<file path="src/rtl/core/cmta_pkg.sv">
// shared types, byte codes and helpers for the caret markup to ansi translator
package cmta_pkg;

  localparam int unsigned FifoDepth = 4;
  localparam int unsigned AddrW     = 1;
  localparam int unsigned DataW     = 32;

  // register map
  localparam logic [AddrW-1:0] RegColourEnable = '0;

  localparam logic [7:0] ByteEsc   = 8'h1B;
  localparam logic [7:0] ByteCaret = 8'h5E;
  localparam logic [7:0] ByteSlash = 8'h2F;
  localparam logic [7:0] ByteNl    = 8'h0A;
  localparam logic [7:0] ByteCr    = 8'h0D;
  localparam logic [7:0] ByteLbr   = 8'h5B;
  localparam logic [7:0] ByteM     = 8'h6D;
  localparam logic [7:0] ByteZero  = 8'h30;
  localparam logic [7:0] ByteOne   = 8'h31;
  localparam logic [7:0] ByteThree = 8'h33;
  localparam logic [7:0] ByteUpH   = 8'h48;
  localparam logic [7:0] ByteUpN   = 8'h4E;
  localparam logic [7:0] ByteLowA  = 8'h61;

  // output segments, in emission order
  localparam int unsigned SegPre   = 0;
  localparam int unsigned SegReset = 1;
  localparam int unsigned SegBold  = 2;
  localparam int unsigned SegFg    = 3;
  localparam int unsigned SegByte  = 4;
  localparam int unsigned SegCrlf  = 5;
  localparam int unsigned SegPost  = 6;
  localparam int unsigned NumSegs  = 7;

  // flattened byte positions of all segments
  localparam int unsigned NumPos = 18;
  localparam int unsigned PosW   = 5;

  typedef logic [NumSegs-1:0] seg_t;
  typedef logic [NumPos-1:0]  pos_t;

  typedef struct packed {
    seg_t       seg;
    logic [7:0] data;
    logic [2:0] digit;
  } cmd_t;

  function automatic logic [2:0] colour_digit(input logic [7:0] b);
    logic [2:0] d;
    case (b | 8'h20)
      8'h72:   d = 3'd1;  // r
      8'h67:   d = 3'd2;  // g
      8'h79:   d = 3'd3;  // y
      8'h62:   d = 3'd4;  // b
      8'h6D:   d = 3'd5;  // m
      8'h63:   d = 3'd6;  // c
      8'h77:   d = 3'd7;  // w
      default: d = 3'd0;
    endcase
    return d;
  endfunction

  function automatic pos_t expand_segs(input seg_t s);
    pos_t p;
    p        = '0;
    p[0]     = s[SegPre];
    p[4:1]   = {4{s[SegReset]}};
    p[8:5]   = {4{s[SegBold]}};
    p[13:9]  = {5{s[SegFg]}};
    p[14]    = s[SegByte];
    p[16:15] = {2{s[SegCrlf]}};
    p[17]    = s[SegPost];
    return p;
  endfunction

  function automatic logic [7:0] pos_byte(input logic [PosW-1:0] idx,
                                          input logic [7:0] data,
                                          input logic [2:0] digit);
    logic [7:0] r;
    case (idx)
      5'd0:    r = ByteSlash;
      5'd1:    r = ByteEsc;
      5'd2:    r = ByteLbr;
      5'd3:    r = ByteZero;
      5'd4:    r = ByteM;
      5'd5:    r = ByteEsc;
      5'd6:    r = ByteLbr;
      5'd7:    r = ByteOne;
      5'd8:    r = ByteM;
      5'd9:    r = ByteEsc;
      5'd10:   r = ByteLbr;
      5'd11:   r = ByteThree;
      5'd12:   r = ByteZero + {5'd0, digit};
      5'd13:   r = ByteM;
      5'd14:   r = data;
      5'd15:   r = ByteCr;
      5'd16:   r = ByteNl;
      5'd17:   r = ByteSlash;
      default: r = 8'h00;
    endcase
    return r;
  endfunction

endpackage

</file>
<file path="src/rtl/core/cmta_front.sv">
// front end: accepts text items, tracks pending caret and slash, builds commands
module cmta_front (
  input  logic          clk_i,
  input  logic          rst_ni,
  input  logic          colour_i,
  input  logic          in_valid_i,
  output logic          in_ready_o,
  input  logic [7:0]    text_byte_i,
  input  logic          end_of_message_i,
  input  logic          full_i,
  output logic          push_o,
  output cmta_pkg::cmd_t cmd_o
);
  import cmta_pkg::*;

  logic caret_q, caret_d;
  logic slash_q, slash_d;
  logic accept;
  logic do_plain;
  logic [2:0] dig;
  seg_t seg;

  assign in_ready_o = !full_i;
  assign accept     = in_valid_i && !full_i;
  assign dig        = colour_digit(text_byte_i);

  always_comb begin
    seg      = '0;
    caret_d  = 1'b0;
    slash_d  = 1'b0;
    do_plain = 1'b0;
    if (caret_q) begin
      if (colour_i) begin
        if (text_byte_i == ByteUpH) begin
          seg[SegBold] = 1'b1;
        end else if (text_byte_i == ByteUpN) begin
          seg[SegReset] = 1'b1;
        end else if (dig != 3'd0 && text_byte_i >= ByteLowA) begin
          seg[SegFg] = 1'b1;
        end else if (dig != 3'd0) begin
          seg[SegBold] = 1'b1;
          seg[SegFg]   = 1'b1;
        end else begin
          // unknown code letter is taken as a fresh byte
          do_plain = 1'b1;
        end
      end
    end else if (slash_q) begin
      seg[SegPre] = (text_byte_i != ByteCaret);
      do_plain    = 1'b1;
    end else begin
      do_plain = 1'b1;
    end

    if (do_plain) begin
      if (text_byte_i == ByteNl) begin
        seg[SegReset] = colour_i;
        seg[SegCrlf]  = 1'b1;
      end else if (text_byte_i == ByteSlash) begin
        slash_d = 1'b1;
      end else if (text_byte_i == ByteCaret) begin
        caret_d = 1'b1;
      end else begin
        seg[SegByte] = 1'b1;
      end
    end

    // end of message flushes a held slash and drops a pending caret
    if (end_of_message_i) begin
      seg[SegPost] = slash_d;
      slash_d      = 1'b0;
      caret_d      = 1'b0;
    end
  end

  assign push_o       = accept && (seg != '0);
  assign cmd_o.seg    = seg;
  assign cmd_o.data   = text_byte_i;
  assign cmd_o.digit  = dig;

  always_ff @(posedge clk_i or negedge rst_ni) begin
    if (!rst_ni) begin
      caret_q <= 1'b0;
      slash_q <= 1'b0;
    end else if (accept) begin
      caret_q <= caret_d;
      slash_q <= slash_d;
    end
  end

endmodule

</file>
<file path="src/rtl/core/cmta_fifo.sv">
// small command queue between front and back
module cmta_fifo #(
  parameter int unsigned Depth = cmta_pkg::FifoDepth
) (
  input  logic           clk_i,
  input  logic           rst_ni,
  input  logic           push_i,
  input  cmta_pkg::cmd_t push_data_i,
  output logic           full_o,
  input  logic           pop_i,
  output cmta_pkg::cmd_t head_o,
  output logic           empty_o
);
  import cmta_pkg::*;

  localparam int unsigned PtrW = (Depth > 1) ? $clog2(Depth) : 1;
  localparam int unsigned CntW = $clog2(Depth + 1);
  localparam logic [PtrW-1:0] LastPtr = PtrW'(Depth - 1);

  cmd_t mem_q [Depth];
  logic [PtrW-1:0] wr_q, wr_d;
  logic [PtrW-1:0] rd_q, rd_d;
  logic [CntW-1:0] cnt_q, cnt_d;
  logic do_push, do_pop;

  assign full_o  = (cnt_q == CntW'(Depth));
  assign empty_o = (cnt_q == '0);
  assign do_push = push_i && !full_o;
  assign do_pop  = pop_i && !empty_o;
  assign head_o  = mem_q[rd_q];

  always_comb begin
    wr_d  = wr_q;
    rd_d  = rd_q;
    cnt_d = cnt_q;
    if (do_push) begin
      wr_d = (wr_q == LastPtr) ? '0 : wr_q + 1'b1;
    end
    if (do_pop) begin
      rd_d = (rd_q == LastPtr) ? '0 : rd_q + 1'b1;
    end
    if (do_push && !do_pop) begin
      cnt_d = cnt_q + 1'b1;
    end else if (do_pop && !do_push) begin
      cnt_d = cnt_q - 1'b1;
    end
  end

  always_ff @(posedge clk_i) begin
    if (do_push) begin
      mem_q[wr_q] <= push_data_i;
    end
  end

  always_ff @(posedge clk_i or negedge rst_ni) begin
    if (!rst_ni) begin
      wr_q  <= '0;
      rd_q  <= '0;
      cnt_q <= '0;
    end else begin
      wr_q  <= wr_d;
      rd_q  <= rd_d;
      cnt_q <= cnt_d;
    end
  end

endmodule

</file>
<file path="src/rtl/core/cmta_back.sv">
// back end: walks each command's byte positions into the output register
module cmta_back (
  input  logic           clk_i,
  input  logic           rst_ni,
  input  logic           empty_i,
  input  cmta_pkg::cmd_t head_i,
  output logic           pop_o,
  output logic           out_valid_o,
  input  logic           out_ready_i,
  output logic [7:0]     term_byte_o,
  output logic           last_of_run_o
);
  import cmta_pkg::*;

  pos_t       act_q, act_d;
  logic [7:0] data_q;
  logic [2:0] digit_q;
  logic       out_valid_q, out_valid_d;
  logic [7:0] term_q;
  logic       last_q;

  logic       use_head;
  logic       slot_free;
  pos_t       eff, pick, rest;
  logic [7:0] src_data;
  logic [2:0] src_digit;
  logic [PosW-1:0] idx;

  assign slot_free = !out_valid_q || out_ready_i;
  assign use_head  = (act_q == '0) && !empty_i;
  assign eff       = (act_q != '0) ? act_q : (empty_i ? '0 : expand_segs(head_i.seg));
  assign src_data  = use_head ? head_i.data : data_q;
  assign src_digit = use_head ? head_i.digit : digit_q;
  assign pick      = eff & (~eff + 1'b1);
  assign rest      = eff & ~pick;
  assign pop_o     = slot_free && use_head;

  always_comb begin
    idx = '0;
    for (int i = 0; i < NumPos; i++) begin
      if (pick[i]) begin
        idx = PosW'(i);
      end
    end
  end

  always_comb begin
    act_d       = act_q;
    out_valid_d = out_valid_q;
    if (slot_free) begin
      out_valid_d = (eff != '0);
      act_d       = rest;
    end
  end

  always_ff @(posedge clk_i) begin
    if (pop_o) begin
      data_q  <= head_i.data;
      digit_q <= head_i.digit;
    end
    if (slot_free && eff != '0) begin
      term_q <= pos_byte(idx, src_data, src_digit);
      last_q <= (rest == '0);
    end
  end

  always_ff @(posedge clk_i or negedge rst_ni) begin
    if (!rst_ni) begin
      act_q       <= '0;
      out_valid_q <= 1'b0;
    end else begin
      act_q       <= act_d;
      out_valid_q <= out_valid_d;
    end
  end

  assign out_valid_o   = out_valid_q;
  assign term_byte_o   = term_q;
  assign last_of_run_o = last_q;

endmodule

</file>
<file path="src/rtl/core/caret_markup_to_ansi.sv">
// top level: caret markup to ansi translator with apb configuration
// an accepted item is queued first, then its first byte is registered for output
// throughput: one output byte per cycle while out_ready_i is high; an item of n bytes
//   holds the back end until all n are out, and the front takes one item per cycle
//   while the command queue (Depth entries) has room; byteless items push no command
// reset: pending caret and slash cleared, queue and output emptied, colour enable set
module caret_markup_to_ansi #(
  parameter int unsigned Depth = cmta_pkg::FifoDepth
) (
  input  logic                       clk_i,
  input  logic                       rst_ni,
  input  logic                       psel,
  input  logic                       penable,
  input  logic                       pwrite,
  input  logic [cmta_pkg::AddrW-1:0] paddr,
  input  logic [cmta_pkg::DataW-1:0] pwdata,
  output logic [cmta_pkg::DataW-1:0] prdata,
  output logic                       pready,
  input  logic                       in_valid_i,
  output logic                       in_ready_o,
  input  logic [7:0]                 text_byte_i,
  input  logic                       end_of_message_i,
  output logic                       out_valid_o,
  input  logic                       out_ready_i,
  output logic [7:0]                 term_byte_o,
  output logic                       last_of_run_o
);
  import cmta_pkg::*;

  logic colour_q;
  logic push, full, pop, empty;
  cmd_t push_cmd, head_cmd;

  assign pready = 1'b1;
  assign prdata = (paddr == RegColourEnable) ? {{(DataW-1){1'b0}}, colour_q} : '0;

  always_ff @(posedge clk_i or negedge rst_ni) begin
    if (!rst_ni) begin
      colour_q <= 1'b1;
    end else if (psel && penable && pwrite && pready && paddr == RegColourEnable) begin
      colour_q <= pwdata[0];
    end
  end

  cmta_front u_front (
    .clk_i            (clk_i),
    .rst_ni           (rst_ni),
    .colour_i         (colour_q),
    .in_valid_i       (in_valid_i),
    .in_ready_o       (in_ready_o),
    .text_byte_i      (text_byte_i),
    .end_of_message_i (end_of_message_i),
    .full_i           (full),
    .push_o           (push),
    .cmd_o            (push_cmd)
  );

  cmta_fifo #(
    .Depth (Depth)
  ) u_fifo (
    .clk_i       (clk_i),
    .rst_ni      (rst_ni),
    .push_i      (push),
    .push_data_i (push_cmd),
    .full_o      (full),
    .pop_i       (pop),
    .head_o      (head_cmd),
    .empty_o     (empty)
  );

  cmta_back u_back (
    .clk_i         (clk_i),
    .rst_ni        (rst_ni),
    .empty_i       (empty),
    .head_i        (head_cmd),
    .pop_o         (pop),
    .out_valid_o   (out_valid_o),
    .out_ready_i   (out_ready_i),
    .term_byte_o   (term_byte_o),
    .last_of_run_o (last_of_run_o)
  );

endmodule

</file>
<file path="config.mk">
export PLATFORM = sky130hd
export DESIGN_NAME = caret_markup_to_ansi
export DESIGN_NICKNAME = d
export VERILOG_FILES = /design/src/rtl/core/cmta_pkg.sv /design/src/rtl/core/cmta_front.sv /design/src/rtl/core/cmta_fifo.sv /design/src/rtl/core/cmta_back.sv /design/src/rtl/core/caret_markup_to_ansi.sv
export SDC_FILE = /design/constraint.sdc
export NUM_CORES = 1
export LEC_CHECK = 0
export ABC_AREA = 1
export ABC_CLOCK_PERIOD_IN_PS = 9050
export BUFFER_PORTS_ARGS = -buffer_cell sky130_fd_sc_hd__buf_2
export CELL_PAD_IN_SITES_DETAIL_PLACEMENT = 1
export CELL_PAD_IN_SITES_GLOBAL_PLACEMENT = 2
export CORE_MARGIN = 3
export CORE_UTILIZATION = 38
export CTS_CLUSTER_SIZE = 16
export DETAILED_ROUTE_END_ITERATION = 12
export PLACE_DENSITY_LB_ADDON = 0.15
export RECOVER_POWER = 50
export SLEW_MARGIN = 20
export SYNTH_ARGS = -nofsm -noshare
export SYNTH_HDL_FRONTEND = slang
export SYNTH_SLANG_ARGS = --single-unit
</file>
<file path="constraint.sdc">
create_clock -name clk_i -period 9.05 [get_ports clk_i]
set_input_delay 0.4525 -clock clk_i [delete_from_list [all_inputs] [get_ports clk_i]]
set_output_delay 0.4525 -clock clk_i [all_outputs]
set_load 0.005 [all_outputs]
</file>
* Word-level counts from Yosys, hierarchy flattened *
Memories as Yosys holds them, arrays and structs flattened.
Index checks and enable logic that the tools add are counted.

cells by class
  add/subtract/negate cells = 6
  $mul = 0
  divide/modulo/power cells = 0
  order comparisons = 1
  eq/ne operators = 33
  shift-type cells = 0
  multiplexer cells = 65
  bitwise gates (word level) = 5
  reductions and logical operators = 32

operators by type and width
  cell                                                                                  count
  8-bit one-hot mux with 11 select lines                                                1
  7-bit by 6-bit == test with 1-bit output (second input constant)                      7
  5-bit by 4-bit == test with 1-bit output (second input constant)                      8
  18-bit AND                                                                            2
  18-bit zero test                                                                      2
  18-bit two-way mux                                                                    2
  18-bit NOT                                                                            2
  18-bit nonzero test                                                                   2
  1-bit two-way mux                                                                     34
  4-bit two-way mux                                                                     8
  3-bit two-way mux                                                                     9
  8-bit by 7-bit == test with 1-bit output (second input constant)                      3
  3-bit one-hot mux with 7 select lines                                                 1
  5-bit by 3-bit == test with 1-bit output (second input constant)                      4
  18-bit by 1-bit adder with 18-bit output (second input constant)                      1
  2-bit two-way mux                                                                     7
  1-bit logical AND                                                                     13
  5-bit by 2-bit == test with 1-bit output (second input constant)                      2
  5-bit == test (second input constant)                                                 2
  5-bit two-way mux                                                                     2
  3-bit OR reduction                                                                    3
  8-bit by 4-bit == test with 1-bit output (second input constant)                      1
  8-bit by 6-bit == test with 1-bit output (second input constant)                      1
  8-bit by 7-bit greater-or-equal comparator with 1-bit output (second input constant)  1
  18 further kinds                                                                      24

word-level totals
  flip-flop bits (word level) = 49
  latch bits = 0
  RAM bits = 72
  memory bits (read-only) = 0
  input port bits = 49
  memories = 1

memories
  name          depth  bits a word  rd ports  clocked after memory_dff  wr ports  RTL line         source
  u_fifo.mem_q  4      18           1         0                         1         cmta_fifo.sv:20  cmd_t mem_q [Depth];

* Depth between registers and ports, before layout *
Gate-level depths: netlist of run 1.

  depth after elaboration = 26
  mapped depth = 21

* Hierarchy *
A second synthesis of run 1 with hierarchy kept.

unflattened totals
  cells, all modules = 747
  area, all modules = 6721.4 µm²

modules (own cells, without submodules)
  module                times used  cells an instance  area an instance (µm²)  seq. area each (µm²)
  cmta_fifo             1           270                3353.2                  2337.2
  cmta_back             1           321                2486.1                  1051.0
  cmta_front            1           111                566.8                   50.0
  caret_markup_to_ansi  1           45                 315.3                   26.3

* Least setup slack after synthesis of run 1 *
Ideal clock, no wire load.

  path kind = reg-to-reg
  start = register u_back.act_q[2]
  end = register u_fifo.cnt_q[1]
  setup time = 0.123 ns
  arrival time = 2.721 ns
  path slack = 6.206 ns
  cell stages (with the launch flop) = 13
  buffers on the path = 1
  period minus slack after synthesis = 2.844 ns
  path through = dfrtp_1 -> nor2_4 -> nand3_1 -> nor2_2 -> nand3_1 -> clkbuf_1 -> nor2_1 -> inv_1 -> ha_1 -> inv_1 -> fa_1 -> nor2_1 -> a21oi_1

on the way
  cells in the longest elaborated chain, start to end = 7

ends and longest elaborated chain
  what                    RTL line                    source
  from (decl)             cmta_back.sv:15             pos_t act_q, act_d;
  from (signal assigned)  cmta_back.sv:72             act_q <= act_d;
  18-bit zero test        cmta_back.sv:30             assign use_head = (act_q == '0) && !empty_i;
  1-bit logical AND       cmta_back.sv:30
  1-bit logical AND       cmta_back.sv:36             assign pop_o = slot_free && use_head;
  net pop                 caret_markup_to_ansi.sv:31  logic push, full, pop, empty;
  1-bit logical AND       cmta_fifo.sv:29             assign do_pop = pop_i && !empty_o;
  1-bit zero test         cmta_fifo.sv:42             if (do_push && !do_pop) begin
  1-bit logical AND       cmta_fifo.sv:42
  3-bit two-way mux       cmta_fifo.sv:42
  net u_fifo.cnt_d[1]     cmta_fifo.sv:23             logic [CntW-1:0] cnt_q, cnt_d;
  to (signal assigned)    cmta_fifo.sv:63             cnt_q <= cnt_d;
  to (decl)               cmta_fifo.sv:23

The timed path passes the listed nets, and every way through them passes these cells.
A chain may end at the register's enable or synchronous reset.

* Worst setup path in the final report of run 1 *
  start = register u_fifo.rd_q[1]
  end = register u_back.last_q (netlist: u_back.last_of_run_o), enable pin

on the way
  cells in the longest elaborated chain, start to end = 5

ends and longest elaborated chain
  what                              RTL line         source
  from (decl)                       cmta_fifo.sv:22  logic [PtrW-1:0] rd_q, rd_d;
  from (signal assigned)            cmta_fifo.sv:62  rd_q <= rd_d;
  memory read 4 x 18 bit            n/a
  18-bit two-way mux (2 in series)  cmta_back.sv:31  assign eff = (act_q != '0) ? act_q : (empty_i ? '0 : expand_segs(head_i.seg));
  18-bit nonzero test               cmta_back.sv:61  if (slot_free && eff != '0) begin
  1-bit logical AND                 cmta_back.sv:61
  to (signal assigned)              cmta_back.sv:63  last_q <= (rest == '0);
  to (decl)                         cmta_back.sv:20  logic last_q;

Every way passes these cells.

==> results.sh, run 1 <==
export IMPL_clock_skew_final_ns=0.00731
export IMPL_cts_tree="built"
export IMPL_tightest_slew_ns=1.69
export IMPL_grt_max_degree=42
export IMPL_critPathSlowestCell="dfrtp_1"
export IMPL_cts_setup_buffers=0
export IMPL_post_route_min_period_ns=3.65
export IMPL_clk_pin_slew_ns=0.06
export IMPL_hold_violations=0
export IMPL_finalSetupViolCount=0
export IMPL_worstReg2RegEnd="u_back.last_of_run_o"
export IMPL_initial_core_util_pct=39.0
export IMPL_gp_congestion=0.868
export IMPL_wl_met1_um=7340
export IMPL_path_buf_inv=4
export IMPL_cts_hold_buf=0
export IMPL_wl_met2_um=8540
export IMPL_critPathCaptureType="flip-flop"
export IMPL_netlist_instances=731
export IMPL_synthSimpleGateAreaFrac_pct=25.6
export IMPL_fmax_mhz=274
export IMPL_nNetsFinal=825
export IMPL_first_pass_iters=4
export IMPL_coreArea_mm2=0.0166
export IMPL_synth_cell_type_count=43
export IMPL_cpPeakStageDelay_ns=0.81
export IMPL_synthToLayoutAreaGrowth_pct=12.8
export IMPL_synth_area_mm2=0.00648
export IMPL_met3_length_um=418
export IMPL_cts_path_max_buffers=2
export IMPL_timing_rr_start="u_fifo.rd_q[1]"
export IMPL_yosysWarnings=0
export IMPL_die_h_um=137
export IMPL_min_delay_path_depth=2
export IMPL_yosys_area_share_adder_pct=1.47
export IMPL_ff2ff_path_depth=16
export IMPL_synthTopCellsByCount="nand2_1 (126), nor2_1 (102), edfxtp_1 (92), inv_1 (92), o21ai_0 (60)"
export IMPL_crit_path_start_kind="flip-flop"
export IMPL_hold_path_end="u_front.slash_q"
export IMPL_synth_xor_area_share_pct=0.270
export IMPL_yosysSeqAreaShare_pct=53.4
export IMPL_grt_pass1_vias=5051
export IMPL_arrival_ns=3.77
export IMPL_htree_levels=4
export IMPL_drive_gt1_share_pct=13.7
export IMPL_synth_edf_count=92
export IMPL_fillers=1952
export IMPL_antenna_found_initial=0
export IMPL_async_flop_share_pct=23.3
export IMPL_hp_start="end_of_message_i"
export IMPL_worstSetupPathType="flip-flop to flip-flop"
export IMPL_dieArea_mm2=0.0187
export IMPL_gr_total_overflow=0
export IMPL_fin_crit_sh_pct=40.3
export IMPL_synth_top_cell_area_share_pct=42.6
export IMPL_cts_resized=0
export IMPL_leakage_nw=3.31
export IMPL_rows=47
export IMPL_ff_latch_area_mm2=0.00346
export IMPL_avgRoutedWirePerCell_um=16.5
export IMPL_port_buffers=29
export IMPL_status="finished with violations"
export IMPL_route_vias_total=4903
export IMPL_ys_seq_elements=120
export IMPL_slew_headroom_pct=-12.9
export IMPL_synth_top_area_cell="edfxtp_1"
export IMPL_syn_avg_cell_area_um2=8.87
export IMPL_ant_nets=0
export IMPL_die_x_um=137
export IMPL_drc_errors=0
export IMPL_rsz0062_at_grt="false"
export IMPL_fin_tns_setup_ns=0
export IMPL_violations="capacitance limit, slew limit"
export IMPL_drtIter0Drc=308
export IMPL_cpLargestDelayFamily="simple AND/OR/NAND/NOR gates"
export IMPL_slew_viol_final=29
export IMPL_ios=93
export IMPL_final_area_mm2=0.00731
export IMPL_synthTopCellsByArea="edfxtp_1 (43%), dfrtp_1 (10%), nand2_1 (7.3%)"
export IMPL_yosysMostFrequentCell="nand2_1"
export IMPL_path_cells="inv_1, nand3_1, nand2_1, nand2_1, nor2_2, nor2_1, nand3_4, nor2_4, nand2_2, nor2_2, inv_2, nor2_4, inv_2, nor3_1, or2_1, inv_1"
export IMPL_synth_top_family_by_area="simple AND/OR/NAND/NOR gates"
export IMPL_finalWirelength_um=16500
export IMPL_clk_latency_ns=0.41
export IMPL_track_usage_pct=18.7
export IMPL_muxShareOfSynthArea_pct=0
export IMPL_p_per_area_mw_per_mm2=458
export IMPL_routed_via_density=4.89
export IMPL_cts_sinks=120
export IMPL_placed_area_mm2=0.00676
export IMPL_cp_max_fo=20
export IMPL_r2r_slack_ns=5.40
export IMPL_hold_class="input pin to flip-flop"
export IMPL_cap_violations=1
export IMPL_ir_worst_vdd_uv=178
export IMPL_cts_root_buf="clkbuf_16"
export IMPL_dp_hpwl_um=12100
export IMPL_multi_input_area_mm2=0.00241
export IMPL_routed_top_layer="met4"
export IMPL_synth_compound_area_share_pct=8.07
export IMPL_grt_pass1_wl_um=26500
export IMPL_cts_made_buffers=17
export IMPL_antenna_cells=0
export IMPL_synth_flop_cell="edfxtp_1"
export IMPL_cp_required_ns=9.18
==> cell type report <==
class	count	area share, %
Tap cell	220	3.77
Clock buffer	18	5.87
Sequential cell	120	47.4
Timing Repair Buffer	36	2.34
Multi-Input combinational cell	487	32.9
Clock inverter	14	2.19
Inverter	107	5.49
==> worst max-delay path by stage <==
stage / from / to / cells after the start
after floorplan: u_back.act_q[2] / u_fifo.cnt_q[1] / 12
after global placement: u_fifo.rd_q[1] / u_back.term_byte_o[7] / 18
after detailed placement: text_byte_i[7] / u_fifo.cnt_q[2] / 22
after CTS: u_fifo.rd_q[1] / u_back.term_byte_o[6] / 18
after global routing: u_fifo.rd_q[1] / u_back.term_byte_o[4] / 16
final: u_fifo.rd_q[1] / u_back.last_of_run_o / 16
==> placed cells by master (no fill, tap or decap), types with 14 or more instances in the layout <==
cell type	netlist	routed
clkbuf_16	0	17
inv_2	15	14
nor2_1	102	103
o21ai_0	60	60
conb_1	2	32
edfxtp_1	92	92
nand4_1	14	14
nand3_1	49	49
clkbuf_1	8	20
nand2_1	126	126
dfrtp_1	27	27
inv_1	92	93
==> cells by family after synthesis <==
| group | Yosys count |
|---|---|
| AOI/OAI and AO/OA | 95 |
| xor gates and xnor gates | 2 |
| other | 2 |
| buffers and inverters | 154 |
| DFF | 120 |
| adders and majority gates | 7 |
| and+or+nand+nor | 351 |
==> power by group <==
part / switching [W] / total [W] / internal [W] / leakage [nW]
combinational: 0.00124 / 0.00179 / 0.000550 / 1.79
clock: 0.000267 / 0.000679 / 0.000413 / 0.292
sequential: 0.0000739 / 0.000881 / 0.000807 / 1.22
total: 0.00158 / 0.00335 / 0.00177 / 3.31
==> metrics by stage <==
step	utilization, %	worst slack, ns	hold WS, ns	power (W)	instances
finish	43.9	5.40	0.236	0.00335	1002
global route	43.9	5.04	0.238	0.00366	1002
CTS	44.1	5.66	0.114	0.00341	1002
detailed placement	40.6	5.64	0.484	0.00271	970
global placement	40.6	5.68	0.470	0.00266	970
floorplan	-	6.21	0.157	0.00222	761
==> per-layer routing <==
metal | up-vias | GRT usage [%]
li1 | 2430 | -
met1 | 2371 | 22.5
met2 | 82 | 33.4
met3 | 20 | 4.01
met4 | 0 | 5.66
met5 | - | 0
==> sequential cells by signal (all words and copies together) (netlist names), 2 cells and up <==
register,count
u_back.data_q,8
u_fifo.rd_q,2
u_fifo.wr_q,2
u_back.act_q,17
u_back.digit_q,3
u_fifo.cnt_q,3
u_fifo.mem_q,72
u_back.term_byte_o,8
Note: power is estimated with default switching activity, not from simulation.
==> run 2, diff against run 1 <==
--- a/config.mk
+++ b/config.mk
@@ -6,12 +6,12 @@
 export NUM_CORES = 1
 export LEC_CHECK = 0
 export ABC_AREA = 1
-export ABC_CLOCK_PERIOD_IN_PS = 9050
+export ABC_CLOCK_PERIOD_IN_PS = 3300
 export BUFFER_PORTS_ARGS = -buffer_cell sky130_fd_sc_hd__buf_2
 export CELL_PAD_IN_SITES_DETAIL_PLACEMENT = 1
 export CELL_PAD_IN_SITES_GLOBAL_PLACEMENT = 2
 export CORE_MARGIN = 3
-export CORE_UTILIZATION = 38
+export CORE_UTILIZATION = 32
 export CTS_CLUSTER_SIZE = 16
 export DETAILED_ROUTE_END_ITERATION = 12
 export PLACE_DENSITY_LB_ADDON = 0.15
==> constraint.sdc (replaced) <==
create_clock -name clk_i -period 3.3 [get_ports clk_i]
set_input_delay 0.165 -clock clk_i [delete_from_list [all_inputs] [get_ports clk_i]]
set_output_delay 0.165 -clock clk_i [all_outputs]
set_load 0.005 [all_outputs]
==> run 2 against run 1 <==
  * The flow still finishes with violations (capacitance limit, slew limit)
  * Via count is 1.1% higher
  * Sequential share of layout area is 1.3 points lower
  * First-iteration DRC count is 27% lower
  * Hold slack worse by 0.21 ns
  * Global-route usage is 2.2 points lower
  * Critical path type is now input pin to flip-flop
  * Total power rose to 2.8 times the previous value
  * Sequential power grew to 2.7 times the previous value
  * Critical path depth down 1
  * Clock skew increased by 0.0040 ns
  * Critical endpoint is now u_fifo.cnt_q[1]
==> results.sh, run 2 (synthesized netlist as in run 1, its figures left out) <==
export IMPL_placed_cells=1018
export IMPL_final_cell_mix="nand2_1 (126), nor2_1 (101), inv_1 (92), edfxtp_1 (92), o21ai_0 (59)"
export IMPL_arrival_ns=3.34
export IMPL_crit_path_start_kind="input pin"
export IMPL_fillers=2364
export IMPL_path_cells="dlygate4sd3_1, buf_2, nor2_1, inv_1, nor4_1, nor2_1, o21ai_0, o31ai_4, o21ai_4, inv_1, ha_1, inv_1, fa_1, nor2_1, a21oi_1"
export IMPL_die_h_um=148
export IMPL_port_buffers=29
export IMPL_leakage_nw=3.38
export IMPL_gr_total_overflow=0
export IMPL_worstReg2RegEnd="u_back.term_byte_o[7]"
export IMPL_route_vias_total=4959
export IMPL_rows=51
export IMPL_whs_ns=0.0287
export IMPL_p_per_area_mw_per_mm2=1240
export IMPL_initial_core_util_pct=33.0
export IMPL_cts_made_buffers=17
export IMPL_post_route_min_period_ns=3.04
export IMPL_critPathSlowestCell="dlygate4sd3_1"
export IMPL_track_usage_pct=16.5
export IMPL_drtIter0Drc=225
export IMPL_cpPeakStageDelay_ns=0.53
export IMPL_preCtsSetupSlack_ns=0.238
export IMPL_drc_errors=0
export IMPL_critPathCaptureType="flip-flop"
export IMPL_dieArea_mm2=0.0220
export IMPL_gp_congestion=0.815
export IMPL_hp_start="penable"
export IMPL_cts_path_max_buffers=2
export IMPL_synthToLayoutAreaGrowth_pct=16.0
export IMPL_die_x_um=148
export IMPL_antenna_cells=0
export IMPL_first_pass_iters=4
export IMPL_cts_root_buf="clkbuf_16"
export IMPL_top_regs="u_fifo.mem_q (72), u_back.act_q (17)"
export IMPL_dp_hpwl_um=12900
export IMPL_cap_violations=1
export IMPL_fin_cells=1057
export IMPL_worstSetupPathType="input pin to flip-flop"
export IMPL_cts_tree="built"
export IMPL_finalSetupViolCount=0
export IMPL_cpLargestDelayFamily="buffers and inverters"
export IMPL_fmax_mhz=329
export IMPL_hold_violations=0
export IMPL_finalWirelength_um=17400
export IMPL_postLayoutSetupSlackWorst_ns=0.256
export IMPL_largest_register="u_fifo.mem_q"
export IMPL_clk_pin_slew_ns=0.06
export IMPL_slew_viol_final=29
export IMPL_drive_gt1_share_pct=15.8
export IMPL_grt_max_degree=30
export IMPL_status="finished with violations"
export IMPL_htree_levels=4
export IMPL_avgRoutedWirePerCell_um=16.5
export IMPL_routed_via_density=4.69
export IMPL_largest_reg_flops=72
export IMPL_cts_sinks=120
export IMPL_timing_rr_start="u_fifo.rd_q[0]"
export IMPL_antenna_found_initial=0
export IMPL_violations="capacitance limit, slew limit"
export IMPL_tightest_slew_ns=1.79
export IMPL_grt_pass1_vias=5269
export IMPL_cp_max_fo=6
export IMPL_path_buf_inv=5
export IMPL_clock_skew_final_ns=0.0113
export IMPL_ir_worst_vdd_uv=504
export IMPL_fin_crit_sh_pct=92.2
export IMPL_nNetsFinal=835
export IMPL_ant_nets=0
export IMPL_hold_class="input pin to flip-flop"
export IMPL_grt_pass1_wl_um=28200
export IMPL_ff2ff_path_depth=19
export IMPL_layout_commonest_cell="nand2_1"
export IMPL_coreArea_mm2=0.0197
export IMPL_clk_latency_ns=0.41
export IMPL_min_delay_path_depth=3
export IMPL_slew_headroom_pct=-19.3
export IMPL_ios=93
export IMPL_r2r_slack_ns=0.42
export IMPL_hold_path_end="colour_q"
export IMPL_cp_required_ns=3.59
[run 2: cell types whose count changed in the layout (fill, tap and decap cells not counted), sizes merged]
cell and delta:
dlygate4sd3 +5, inv +3, buf +9, clkbuf -5, clkinv -2
[run 2: timing repair]
item	in CTS	in global routing
endpoints found under the setup margin	0	12
endpoints found under the hold margin	37	0
setup buffers	0	2
gates resized for setup	0	9
hold buffers	5	0
[run 2: how the worst max path moves through the flow]
stage                 endpoint  slack, ns  depth (start not counted)             from
2_1_floorplan  u_fifo.cnt_q[1]       0.46                         12  u_back.act_q[2]
3_3_place_gp   u_fifo.cnt_q[2]       0.34                         22   text_byte_i[7]
3_5_place_dp   u_fifo.cnt_q[2]       0.24                         22   text_byte_i[7]
4_1_cts        u_fifo.cnt_q[2]       0.14                         23   text_byte_i[7]
5_1_grt        u_fifo.cnt_q[1]      -0.04                         21   text_byte_i[7]
6_report       u_fifo.cnt_q[1]       0.26                         15   text_byte_i[6]
[run 2: per-stage QoR]
stage | setup TNS, ns | total power (W) | cell area [µm²] | utilization, %
2_1_floorplan | 0 | 0.00609 | 6600 | -
3_3_place_gp | 0 | 0.00739 | 6840 | 34.8
3_5_place_dp | 0 | 0.00753 | 6840 | 34.8
4_1_cts | 0 | 0.00947 | 7490 | 38.1
5_1_grt | -0.0706 | 0.0102 | 7520 | 38.3
6_report | 0 | 0.00931 | 7520 | 38.3
[run 2: final cells by class]
| class | instances | area, µm² | area share (%) |
|---|---|---|---|
| well taps | 265 | 332 | 4.41 |
| clock buffers | 17 | 425 | 5.66 |
| multi-input cells | 487 | 2450 | 32.6 |
| inverters | 107 | 402 | 5.34 |
| clock inverters | 15 | 180 | 2.40 |
| repair buffers | 46 | 265 | 3.53 |
| flip-flops and latches | 120 | 3470 | 46.1 |
[run 2: worst min-delay path, cell delays in order]
cell	delay [ns]
buf_2	0.10
nand4_1	0.10
a21oi_1	0.07
[run 2: per-layer routing]
metal	up-vias	wire length, µm	global-route usage (%)
met5	-	0	0
met4	0	250	4.67
met1	2419	7780	20.4
met3	19	459	3.20
met2	72	8900	29.3
li1	2449	-	-
[run 2: power by group]
group	internal, W	leakage [nW]	switching, W
sequential	0.00222	1.22	0.000194
clock	0.00115	0.301	0.000759
combinational	0.00155	1.86	0.00345
total	0.00491	3.38	0.00440
